[src/hw/rtl/qte_fifo.sv]
module qte_fifo #(
   parameter int WIDTH = 8,
   parameter int DEPTH = 4
) (
   input  logic             clock,
   input  logic             reset,
   input  logic             push,
   input  logic [WIDTH-1:0] push_data,
   output logic             full,
   input  logic             pop,
   output logic [WIDTH-1:0] pop_data,
   output logic             empty
);

   localparam int PW = (DEPTH > 1) ? $clog2(DEPTH) : 1;
   localparam int CW = $clog2(DEPTH + 1);

   logic [WIDTH-1:0] mem_ff [DEPTH];
   logic [PW-1:0]    wr_ptr_ff, wr_ptr_in, rd_ptr_ff, rd_ptr_in;
   logic [CW-1:0]    count_ff, count_in;

   assign full     = (count_ff == CW'(DEPTH));
   assign empty    = (count_ff == '0);
   assign pop_data = mem_ff[rd_ptr_ff];

   always_comb begin
      wr_ptr_in = wr_ptr_ff;
      rd_ptr_in = rd_ptr_ff;
      count_in  = count_ff;
      if (push) begin
         wr_ptr_in = (wr_ptr_ff == PW'(DEPTH - 1)) ? '0 : wr_ptr_ff + 1'b1;
      end
      if (pop) begin
         rd_ptr_in = (rd_ptr_ff == PW'(DEPTH - 1)) ? '0 : rd_ptr_ff + 1'b1;
      end
      if (push && !pop) begin
         count_in = count_ff + 1'b1;
      end else if (pop && !push) begin
         count_in = count_ff - 1'b1;
      end
   end

   always_ff @(posedge clock) begin
      if (reset) begin
         wr_ptr_ff <= '0;
         rd_ptr_ff <= '0;
         count_ff  <= '0;
      end else begin
         wr_ptr_ff <= wr_ptr_in;
         rd_ptr_ff <= rd_ptr_in;
         count_ff  <= count_in;
      end
   end

   always_ff @(posedge clock) begin
      if (push) begin
         mem_ff[wr_ptr_ff] <= push_data;
      end
   end

endmodule

[config.mk]
export PLATFORM = sky130hd
export DESIGN_NAME = qte_fifo
export DESIGN_NICKNAME = d
export VERILOG_FILES = /design/src/hw/rtl/qte_fifo.sv
export SDC_FILE = /design/constraint.sdc
export NUM_CORES = 1
export LEC_CHECK = 0
export BUFFER_PORTS_ARGS = -buffer_cell sky130_fd_sc_hd__buf_2
export CAP_MARGIN = 20
export CELL_PAD_IN_SITES_DETAIL_PLACEMENT = 1
export CELL_PAD_IN_SITES_GLOBAL_PLACEMENT = 1
export CORE_UTILIZATION = 30
export DETAILED_ROUTE_END_ITERATION = 7
export GPL_ROUTABILITY_DRIVEN = 0
export PLACE_DENSITY_LB_ADDON = 0.08
export SLEW_MARGIN = 25
export SYNTH_ARGS = -nofsm -noshare
export SYNTH_HDL_FRONTEND = slang
export SYNTH_SLANG_ARGS = --single-unit
[constraint.sdc]
create_clock -name clock -period 1.9 [get_ports clock]
set_input_delay 0.095 -clock clock [delete_from_list [all_inputs] [get_ports clock]]
set_output_delay 0.095 -clock clock [all_outputs]
set_load 0.005 [all_outputs]
==> results of run 1 <==
==> cell usage after synthesis <==
library cell,n,area (sq um)
mux4_2,8,180.2
nor2_1,7,26.28
a21oi_1,2,10.01
inv_1,4,15.01
nor3b_1,2,15.01
fa_1,1,20.02
edfxtp_1,32,960.9
nor3_1,1,5.000
buf_6,1,11.26
or3_1,1,6.260
o21ai_0,1,5.000
dfxtp_1,9,180.2
and2_1,4,25.02
ha_1,6,75.07
clkbuf_2,1,5.000
mux2i_1,4,40.04
xor2_1,2,17.52
==> kinds of logic (layout without fill, tap and decap cells) <==
kind of cell | count (synthesis) | after routing
buffers and inverters | 6 | 35
xor gates and xnor gates | 2 | 2
AOI/OAI and AO/OA | 3 | 3
and+or+nand+nor | 15 | 15
muxes | 12 | 12
DFF | 41 | 41
adders and majority gates | 7 | 7
==> power groups by stage <==
stage / combinational (uW) / clock, uW / sequential (uW)
after detailed placement: 204 / 0 / 1070
final: 198 / 583 / 1050
after CTS: 206 / 610 / 1050
after global placement: 193 / 0 / 1070
after global routing: 225 / 638 / 1060
after floorplan: 127 / 0 / 1060
==> routing by layer <==
metal,share of wire,global-route usage
met5,0,0
met3,0.046,0.03882
met4,0.020,0.05660
met1,0.40,0.1267
met2,0.53,0.1982
==> stage by stage <==
step                hold slack, ns  setup slack [ns]  total power, uW  instance area (sq um)
global placement            0.3085            0.3643             1263                   1782
detailed placement          0.3119            0.2477             1277                   1782
finish                     0.01068            0.3219             1832                   1886
floorplan                   0.1641            0.5088             1187                   1598
global route              0.002967            0.2376             1921                   1886
CTS                       0.001835            0.2812             1869                   1886
==> layout make-up <==
class | count | share of cell area
repair buffers | 23 | 0.06503
clock inverters | 3 | 0.01327
multi-input cells | 39 | 0.2256
clock buffers | 5 | 0.03650
inverters | 4 | 0.007963
flip-flops and latches | 41 | 0.6052
well taps | 70 | 0.04645
==> sequential cells by signal (all words and copies together), names as in the netlist, named ones only <==
name	cells
mem_ff	32
count_ff	3
wr_ptr_ff	2
rd_ptr_ff	2
==> final timing paths <==
kind,start,end,cells past startpoint
worst max register to register,count_ff[0]$_SDFFE_PP0P_,count_ff[2]$_SDFFE_PP0P_,4
worst min-delay path,push_data[3],mem_ff[2][3]$_DFFE_PP_,1
worst max-delay path,flop,pop_data[5],3
worst min register to register,count_ff[2]$_SDFFE_PP0P_,count_ff[2]$_SDFFE_PP0P_,2
==> critical path, delay by kind of cell, from the launching register on <==
| kind | cells | cell delay [ns] |
|---|---|---|
| buf+inv | 2 | 0.35 |
| flops | 1 | 0.31 |
| mux | 1 | 0.53 |
==> summary.txt, run 1 <==
Run status
  – Status: finished clean

Global route
  – First-pass GRT wire length: 4.347 mm
  – Vias in the first global route: 883
  – GRT overflow: 0
  – GRT Util Overall: 0.1148
  – Antenna violations before repair: 0
  – Largest net degree at the start of global routing: 16

Worst setup path
  – Largest stage delay, worst path: 0.53 ns
  – Worst setup EP type: primary output
  – Critical-path cell list: buf_4 > mux4_2 > buf_2
  – Arr. time, crit path: 1.48 ns
  – Crit path max fanout: 8
  – Worst setup path class: reg2out
  – CP startpoint kind: flop
  – Reg-to-reg slack, setup: 0.42 ns
  – Worst Path Required: 1.80 ns
  – Slowest cell on the critical path: mux4_2

Timing
  – Rel. slew slack: 0.6729
  – Period Utilization, post-route: 0.8306
  – Clock Skews: 0.008410 ns
  – Min cycle time layout: 1.578 ns
  – RSZ-0062 raised after global routing: false
  – Final TNS setup: 0 ns
  – FMAX: 0.6337 GHz
  – Final Max Tran Viols: 0
  – Worst-Margin Slew: 0.4907 ns
  – Setup Viol. Count Final: 0
  – Fin. Hold Viols: 0

Logic synthesis
  – Syn Nets: 105
  – Yosys reg bits: 41
  – Ys Warns: 0
  – Simple-gate portion of the synthesized area: 0.04855
  – Post-synthesis xor/xnor area fraction: 0.01096
  – Mux cell area share after synthesis: 0.1378
  – Synth Area in Adders: 0.05951
  – Compound-Gate Fraction of Synth Area: 0.009397
  – Gate Count Post-Synth: 86
  – Sequential share of the synthesized area: 0.7142
  – Largest family of logic cells by synthesized area: multiplexers
  – Synthesized area: 0.001598 sq mm
  – Syn Area/Cell: 18.58 sq um
  – Unique masters post-synth: 17

Layout
  – Layout net count: 133
  – Multi-input logic area: 425.4 sq um
  – Commonest non-fill, non-tap cell in the layout: edfxtp_1
  – Layout Cells excl Fill: 185
  – Layout cell share with drive strength beyond 1: 0.3304
  – Seq. cell area: 0.001141 sq mm
  – Fillers: 554
  – Final core occ: 0.3692
  – Commonest cells after routing, fill and taps aside: edfxtp_1 (32), buf_2 (21), dfxtp_1 (9), mux4_2 (8), nor2_1 (7)
  – Number of inserted diodes: 0
  – Synthesis-to-layout area growth: 18.01%

Floorplan
  – Die area: 0.005622 sq mm
  – Ports: 22
  – CORE AREA: 0.005107 sq mm
  – Die W: 74.98 microns
  – Starting Density: 0.3128
  – Rows: 26
  – Die height: 74.98 microns

Clock tree
  – Later-pin clock latency in the skew report: 0.30 ns
  – CTS root buffer: clkbuf_8
  – Post-cts sizing count: 0
  – Reg clk slew, reported paths: 0.09 ns
  – CTS H-tree lvls: 2
  – Clock sink total: 41
  – Setup bufs post-CTS: 0
  – Cts bufs inserted: 5
  – Clock buffer depth: 2
  – Hold buffer count at CTS: 1
  – CTS tree: yes

Min path
  – Hold Crit Class: in2reg

Power
  – Combinational Power Share: 0.108
  – Maximum VDD drop: 319.5 uV
  – Power Dens Cells: 971.7 mW/mm^2
  – Net Sw Frac: 0.2432
  – Lkg Pwr: 0.0006876 uW
  – Part of the power in the clock network: 0.318
  – Register share of total power: 0.574
  – NetSw: 445.6 uW
  – Power Internal: 1387 uW

Route
  – Routed vias: 817
  – Drt pass-1 iters: 4
  – DRC viols: 0
  – DR WL/cell: 15.34 microns
  – Post-Route WL: 2.837 mm
  – Detail Route Antenna Nets: 0
  – Iter 0 DRT Violations: 33
  – Vias per cell: 4.416

Placement
  – Cells after DPL: 176
  – Detail Placement HPWL: 1.989 mm
  – Number of I/O port buffers: 21

Run
  – Total of max-cap violations: 0
No activity file was read; power rests on OpenSTA's default activity.
==> inputs of run 2 (changes only) <==
--- a/config.mk
+++ b/config.mk
@@ -5,6 +5,7 @@
 export SDC_FILE = /design/constraint.sdc
 export NUM_CORES = 1
 export LEC_CHECK = 0
+export ABC_AREA = 1
 export BUFFER_PORTS_ARGS = -buffer_cell sky130_fd_sc_hd__buf_2
 export CAP_MARGIN = 20
 export CELL_PAD_IN_SITES_DETAIL_PLACEMENT = 1
==> constraint.sdc (replaced) <==
create_clock -name clock -period 1.38 [get_ports clock]
set_input_delay 0.069 -clock clock [delete_from_list [all_inputs] [get_ports clock]]
set_output_delay 0.069 -clock clock [all_outputs]
set_load 0.005 [all_outputs]
==> summary.txt, run 2 <==
Run status
  – Status: finished clean

Power
  – Maximum VDD drop: 455.7 uV
  – Lkg Pwr: 0.0008649 uW
  – Power consumption: 2565 uW
  – Power Dens Cells: 1190 mW/mm^2

Route
  – Routed vias: 1,140
  – Post-Route WL: 3.665 mm
  – DR WL/cell: 14.66 microns
  – DRC viols: 0
  – Detail Route Antenna Nets: 0
  – Vias per cell: 4.560
  – Drt pass-1 iters: 4
  – Iter 0 DRT Violations: 52

Floorplan
  – CORE AREA: 0.005205 sq mm
  – Rows: 26
  – Die W: 76.20 microns
  – Die height: 76.20 microns
  – Die area: 0.005806 sq mm
  – Ports: 22
  – Starting Density: 0.3173

Logic synthesis
  – Unique masters post-synth: 19
  – Top post-synthesis cells by area: edfxtp_1 (58%), dfxtp_1 (11%), nor2_1 (5.0%), ha_1 (4.5%), o21ai_0 (4.5%)
  – Sequential share of the synthesized area: 0.6909
  – Top-area cell type share of the netlist area: 0.5818
  – Most common library cells after synthesis: edfxtp_1 (32), nor2_1 (22), inv_1 (15), o21ai_0 (15), dfxtp_1 (9)
  – Post-synth top flop: edfxtp_1
  – Syn Area/Cell: 12.23 sq um
  – Gate Count Post-Synth: 135
  – Yosys reg bits: 41
  – Area leader, netlist: edfxtp_1
  – Ys Warns: 0
  – Syn Nets: 154
  – Most frequent cell after synthesis: edfxtp_1
  – Async set or reset register ratio after synthesis: 0
  – EDFF count, synth: 32
  – Synthesized area: 0.001652 sq mm

Timing
  – Final TNS setup: 0 ns
  – Fin. Hold Viols: 0
  – Final Max Tran Viols: 0
  – Fin worst setup slack: 0.03017 ns
  – RSZ-0062 raised after global routing: true
  – FMAX: 0.7408 GHz
  – Worst-Margin Slew: 0.2244 ns
  – Min cycle time layout: 1.350 ns
  – Period Utilization, post-route: 0.9781
  – Rel. slew slack: 0.8488
  – Clock Skews: 0.007052 ns
  – Setup Viol. Count Final: 0

Worst setup path
  – Worst setup EP type: primary output
  – Buf+Inv Stages, Crit Path: 2
  – R2r startpoint: count_ff[0]$_SDFFE_PP0P_
  – CP startpoint kind: flop
  – Arr. time, crit path: 1.28 ns
  – Crit path max fanout: 6
  – Largest stage delay, worst path: 0.42 ns
  – CP endpoint: pop_data[3]
  – Top delay family on crit path: flip-flops
  – Worst Path Required: 1.31 ns
  – Worst setup path class: reg2out
  – Reg-to-reg slack, setup: 0.12 ns
  – Critical-path cell list: buf_8 > o21ai_1 > o22ai_1 > buf_2
  – Slowest cell on the critical path: dfxtp_4
  – CP Depth: 4
  – FF-to-FF path depth: 6
  – Worst r2r dst: count_ff[2]$_SDFFE_PP0P_

Layout
  – Layout net count: 198
  – Largest Register: mem_ff
  – Regs by FF count: mem_ff: 32 flops, count_ff: 3 flops
  – Synthesis-to-layout area growth: 30.53%
  – Commonest non-fill, non-tap cell in the layout: edfxtp_1
  – Number of inserted diodes: 0
  – Layout cell share with drive strength beyond 1: 0.2556
  – Commonest cells after routing, fill and taps aside: edfxtp_1 (32), nor2_1 (22), buf_2 (21), inv_1 (14), o21ai_0 (12)
  – Multi-input logic area: 431.7 sq um
  – Seq. cell area: 0.001149 sq mm
  – Final core occ: 0.4142
  – Max reg flops: 32
  – Fillers: 589
  – Layout Cells excl Fill: 250

Global route
  – First-pass GRT wire length: 6.147 mm
  – Vias in the first global route: 1,249
  – GRT overflow: 0
  – Antenna violations before repair: 0
  – Largest net degree at the start of global routing: 17
  – GRT Util Overall: 0.1399

Clock tree
  – Clock sink total: 41
  – Reg clk slew, reported paths: 0.07 ns
  – Later-pin clock latency in the skew report: 0.29 ns
  – Cts bufs inserted: 5
  – CTS H-tree lvls: 2
  – Clock buffer depth: 2
  – CTS root buffer: clkbuf_8
  – CTS tree: yes

Min path
  – Hold Crit Class: in2reg

Placement
  – Cells after DPL: 230
  – Pre-CTS WS: -0.01790 ns
  – Number of I/O port buffers: 21
  – Detail Placement HPWL: 2.535 mm

Run
  – Total of max-cap violations: 0
-- run 2: how the worst min path moves through the flow --
| stage | slack [ns] | startpoint | endpoint | cells after the start |
|---|---|---|---|---|
| after global placement | 0.28 | push_data[7] | mem_ff[1][7]$_DFFE_PP_ | 1 |
| final | 0.10 | pop | rd_ptr_ff[1]$_SDFFE_PP0P_ | 3 |
| after floorplan | 0.14 | reset | count_ff[0]$_SDFFE_PP0P_ | 1 |
| after global routing | 0.13 | pop | rd_ptr_ff[1]$_SDFFE_PP0P_ | 3 |
| after CTS | 0.002 | push_data[0] | mem_ff[3][0]$_DFFE_PP_ | 1 |
| after detailed placement | 0.29 | push_data[5] | mem_ff[3][5]$_DFFE_PP_ | 1 |
-- run 2: cells by family after synthesis --
family,Yosys count,share of synthesized area
fa+ha+maj,7,0.05758
flops,41,0.6909
compound gates,30,0.1015
xor+xnor,1,0.005304
simple gates,38,0.09470
buf+inv,18,0.04999
-- run 2: worst register-to-register path, stage by stage (launching register included) --
cell and delay, ns:
dfxtp_1 0.36, fa_1 0.46, nand2_1 0.12, nand3_1 0.09, nand2_1 0.06, inv_1 0.03
nor2_1 0.08
-- run 2: routing by layer --
metal / GRT usage / share of wire
met4: 0.04615 / 0.0041
met5: 0 / 0
met1: 0.1507 / 0.41
met2: 0.2591 / 0.55
met3: 0.04311 / 0.031
-- run 2: area by class of cell --
type | count | area share
flip-flops and latches | 41 | 0.5328
well taps | 70 | 0.04063
repair buffers | 39 | 0.1567
clock inverters | 2 | 0.004643
inverters | 16 | 0.03134
multi-input cells | 76 | 0.2002
clock buffers | 6 | 0.03366
-- run 2: what timing repair did --
| action | 4_1_cts | 5_1_grt |
|---|---|---|
| gates resized for setup | 6 | 8 |
| cloned | 0 | 1 |
| endpoints found under the setup margin | 8 | 5 |
| endpoints found under the hold margin | 31 | 3 |
| hold buffers | 8 | 1 |
| pin swaps | 0 | 3 |
| setup buffers | 0 | 2 |
-- run 2: per-stage QoR --
step / area (sq um) / hold slack, ns
after CTS: 2091 / 0.002005
after global routing: 2156 / 0.1347
after detailed placement: 1917 / 0.2909
after global placement: 1917 / 0.2810
after floorplan: 1652 / 0.1414
final: 2156 / 0.1004
-- run 2: report_power, final --
group	leakage (uW)	internal (uW)	switching (uW)	total [uW]
Sequential	0.000370	1400	50.2	1450
Clock	0.0000450	350	392	743
Combinational	0.000450	181	192	373
Total	0.000865	1930	634	2570
==> inputs of run 3 (changes only) <==
--- a/config.mk
+++ b/config.mk
@@ -5,7 +5,6 @@
 export SDC_FILE = /design/constraint.sdc
 export NUM_CORES = 1
 export LEC_CHECK = 0
-export ABC_AREA = 1
 export BUFFER_PORTS_ARGS = -buffer_cell sky130_fd_sc_hd__buf_2
 export CAP_MARGIN = 20
 export CELL_PAD_IN_SITES_DETAIL_PLACEMENT = 1
@@ -13,7 +12,7 @@
 export CORE_UTILIZATION = 30
 export DETAILED_ROUTE_END_ITERATION = 7
 export GPL_ROUTABILITY_DRIVEN = 0
-export PLACE_DENSITY_LB_ADDON = 0.08
+export PLACE_DENSITY = 0.54
 export SLEW_MARGIN = 25
 export SYNTH_ARGS = -nofsm -noshare
 export SYNTH_HDL_FRONTEND = slang
==> summary.txt, run 3 (synthesis results as in run 1) <==
Run status
  – Status: complete, but fails checks
  – Failing checks: setup timing

Timing
  – Clock Skews: 0.007385 ns
  – FMAX: 0.6802 GHz
  – RSZ-0062 raised after global routing: true
  – Worst-Margin Slew: 0.2056 ns
  – Min cycle time layout: 1.470 ns
  – Final Max Tran Viols: 0
  – Rel. slew slack: 0.8615
  – Fin worst setup slack: -0.09007 ns
  – Final TNS setup: -0.6881 ns
  – Setup Viol. Count Final: 9
  – Period Utilization, post-route: 1.065
  – Fin. Hold Viols: 0

Worst setup path
  – CP endpoint: pop_data[0]
  – R2r startpoint: count_ff[1]$_SDFFE_PP0P_
  – Reg-to-reg slack, setup: -0.04 ns
  – FF-to-FF path depth: 4
  – Worst setup path class: reg2out
  – Worst Path Required: 1.31 ns
  – Crit path max fanout: 2
  – Worst r2r dst: count_ff[2]$_SDFFE_PP0P_
  – Worst setup EP type: primary output
  – Arr. time, crit path: 1.40 ns
  – CP startpoint kind: flop

Global route
  – First-pass GRT wire length: 4.512 mm
  – Vias in the first global route: 957
  – GRT Util Overall: 0.1188
  – Antenna violations before repair: 0
  – Largest net degree at the start of global routing: 13
  – GRT overflow: 0

Clock tree
  – Setup bufs post-CTS: 0
  – CTS H-tree lvls: 2
  – CTS tree: yes
  – Clock buffer depth: 2
  – CTS root buffer: clkbuf_8
  – Reg clk slew, reported paths: 0.07 ns
  – Cts bufs inserted: 5
  – Clock sink total: 41
  – Later-pin clock latency in the skew report: 0.28 ns

Floorplan
  – Die height: 74.98 microns
  – Die area: 0.005622 sq mm
  – Starting Density: 0.3128
  – Die W: 74.98 microns
  – CORE AREA: 0.005107 sq mm
  – Rows: 26
  – Ports: 22

Layout
  – Synthesis-to-layout area growth: 30.85%
  – Largest Register: mem_ff
  – Layout Cells excl Fill: 200
  – Layout net count: 149
  – Layout cell share with drive strength beyond 1: 0.4077
  – Commonest non-fill, non-tap cell in the layout: edfxtp_1
  – Number of inserted diodes: 0
  – Max reg flops: 32
  – Commonest cells after routing, fill and taps aside: edfxtp_1 (32), buf_2 (21), mux4_2 (8), buf_4 (8), nor2_1 (7)
  – Regs by FF count: mem_ff: 32 flops, count_ff: 3 flops

Route
  – Vias per cell: 4.320
  – Drt pass-1 iters: 3
  – Routed vias: 864
  – DRC viols: 0
  – DR WL/cell: 14.50 microns
  – Detail Route Antenna Nets: 0
  – Post-Route WL: 2.899 mm
  – Iter 0 DRT Violations: 14

Min path
  – Hold Crit Class: in2reg

Power
  – Maximum VDD drop: 449.7 uV
  – Power Dens Cells: 1293 mW/mm^2
  – Lkg Pwr: 0.0007881 uW

Run
  – Total of max-cap violations: 0

Placement
  – Detail Placement HPWL: 2.053 mm
  – Number of I/O port buffers: 21
  – Cells after DPL: 187
[run 3: changes by cell type in the layout (fill, tap and decap cells not counted), sizes merged, moves of 3 or more]
cell	delta
and2	+4
buf	+4
dlygate4sd3	-3
inv	-12
mux2i	+4
mux4	+8
nand2	-8
nor2	-17
nor3	-3
o21ai	-18
o22ai	-8
[run 3: per-layer routing]
metal,vias up,routed length (microns),global-route usage
met1,432,1179,0.1232
met5,-,0,0
met4,0,23,0.06918
li1,414,-,-
met2,16,1587,0.2172
met3,2,107,0.02945
[run 3: worst min path at each step]
stage,start,endpoint,slack (ns),depth (start not counted)
after global placement,push_data[4],mem_ff[1][4]$_DFFE_PP_,0.28,1
after detailed placement,push_data[1],mem_ff[0][1]$_DFFE_PP_,0.29,1
after floorplan,reset,count_ff[2]$_SDFFE_PP0P_,0.14,1
after CTS,push_data[7],mem_ff[1][7]$_DFFE_PP_,0.004,1
final,push_data[7],mem_ff[1][7]$_DFFE_PP_,0.01,1
after global routing,push_data[0],mem_ff[0][0]$_DFFE_PP_,0.006,1
[run 3: final cells by class]
cell class                      count  area (sq um)
Fill cell                         528          3017
Tap cell                           70         87.58
Clock buffer                        5         68.82
Sequential cell                    41          1147
Timing Repair Buffer               39         305.3
Clock inverter                      2         35.03
Multi-Input combinational cell     39         431.7
Inverter                            4         15.01
[run 3: stage by stage]
step | setup slack, ns | cell area [sq um] | power [uW] | utilization | hold slack, ns
finish | -0.09007 | 2091 | 2703 | 0.4094 | 0.01311
global route | -0.1562 | 2091 | 2831 | 0.4094 | 0.006317
CTS | -0.1202 | 2085 | 2739 | 0.4081 | 0.004063
detailed placement | -0.08479 | 1917 | 1813 | 0.3753 | 0.2937
global placement | -0.03861 | 1917 | 1791 | 0.3753 | 0.2791
floorplan | 0.03414 | 1600 | 1636 | - | 0.1381
[run 3: report_power, final]
| part | internal, uW | switching [uW] | total [uW] |
|---|---|---|---|
| clock network | 526 | 383 | 909 |
| registers | 1410 | 36.2 | 1440 |
| logic | 197 | 153 | 350 |
| total | 2130 | 572 | 2700 |
[run 3: critical path, stage by stage, from the launching register on]
cell	delay (ns)
dfxtp_2	0.36
buf_4	0.13
mux4_2	0.49
buf_2	0.14
[run 3: what timing repair did]
item,4_1_cts,5_1_grt
pin swaps,1,3
gates cloned,0,0
resized for setup,3,2
hold buffers,6,0
hold endpoints to repair,22,0
setup endpoints to repair,9,9
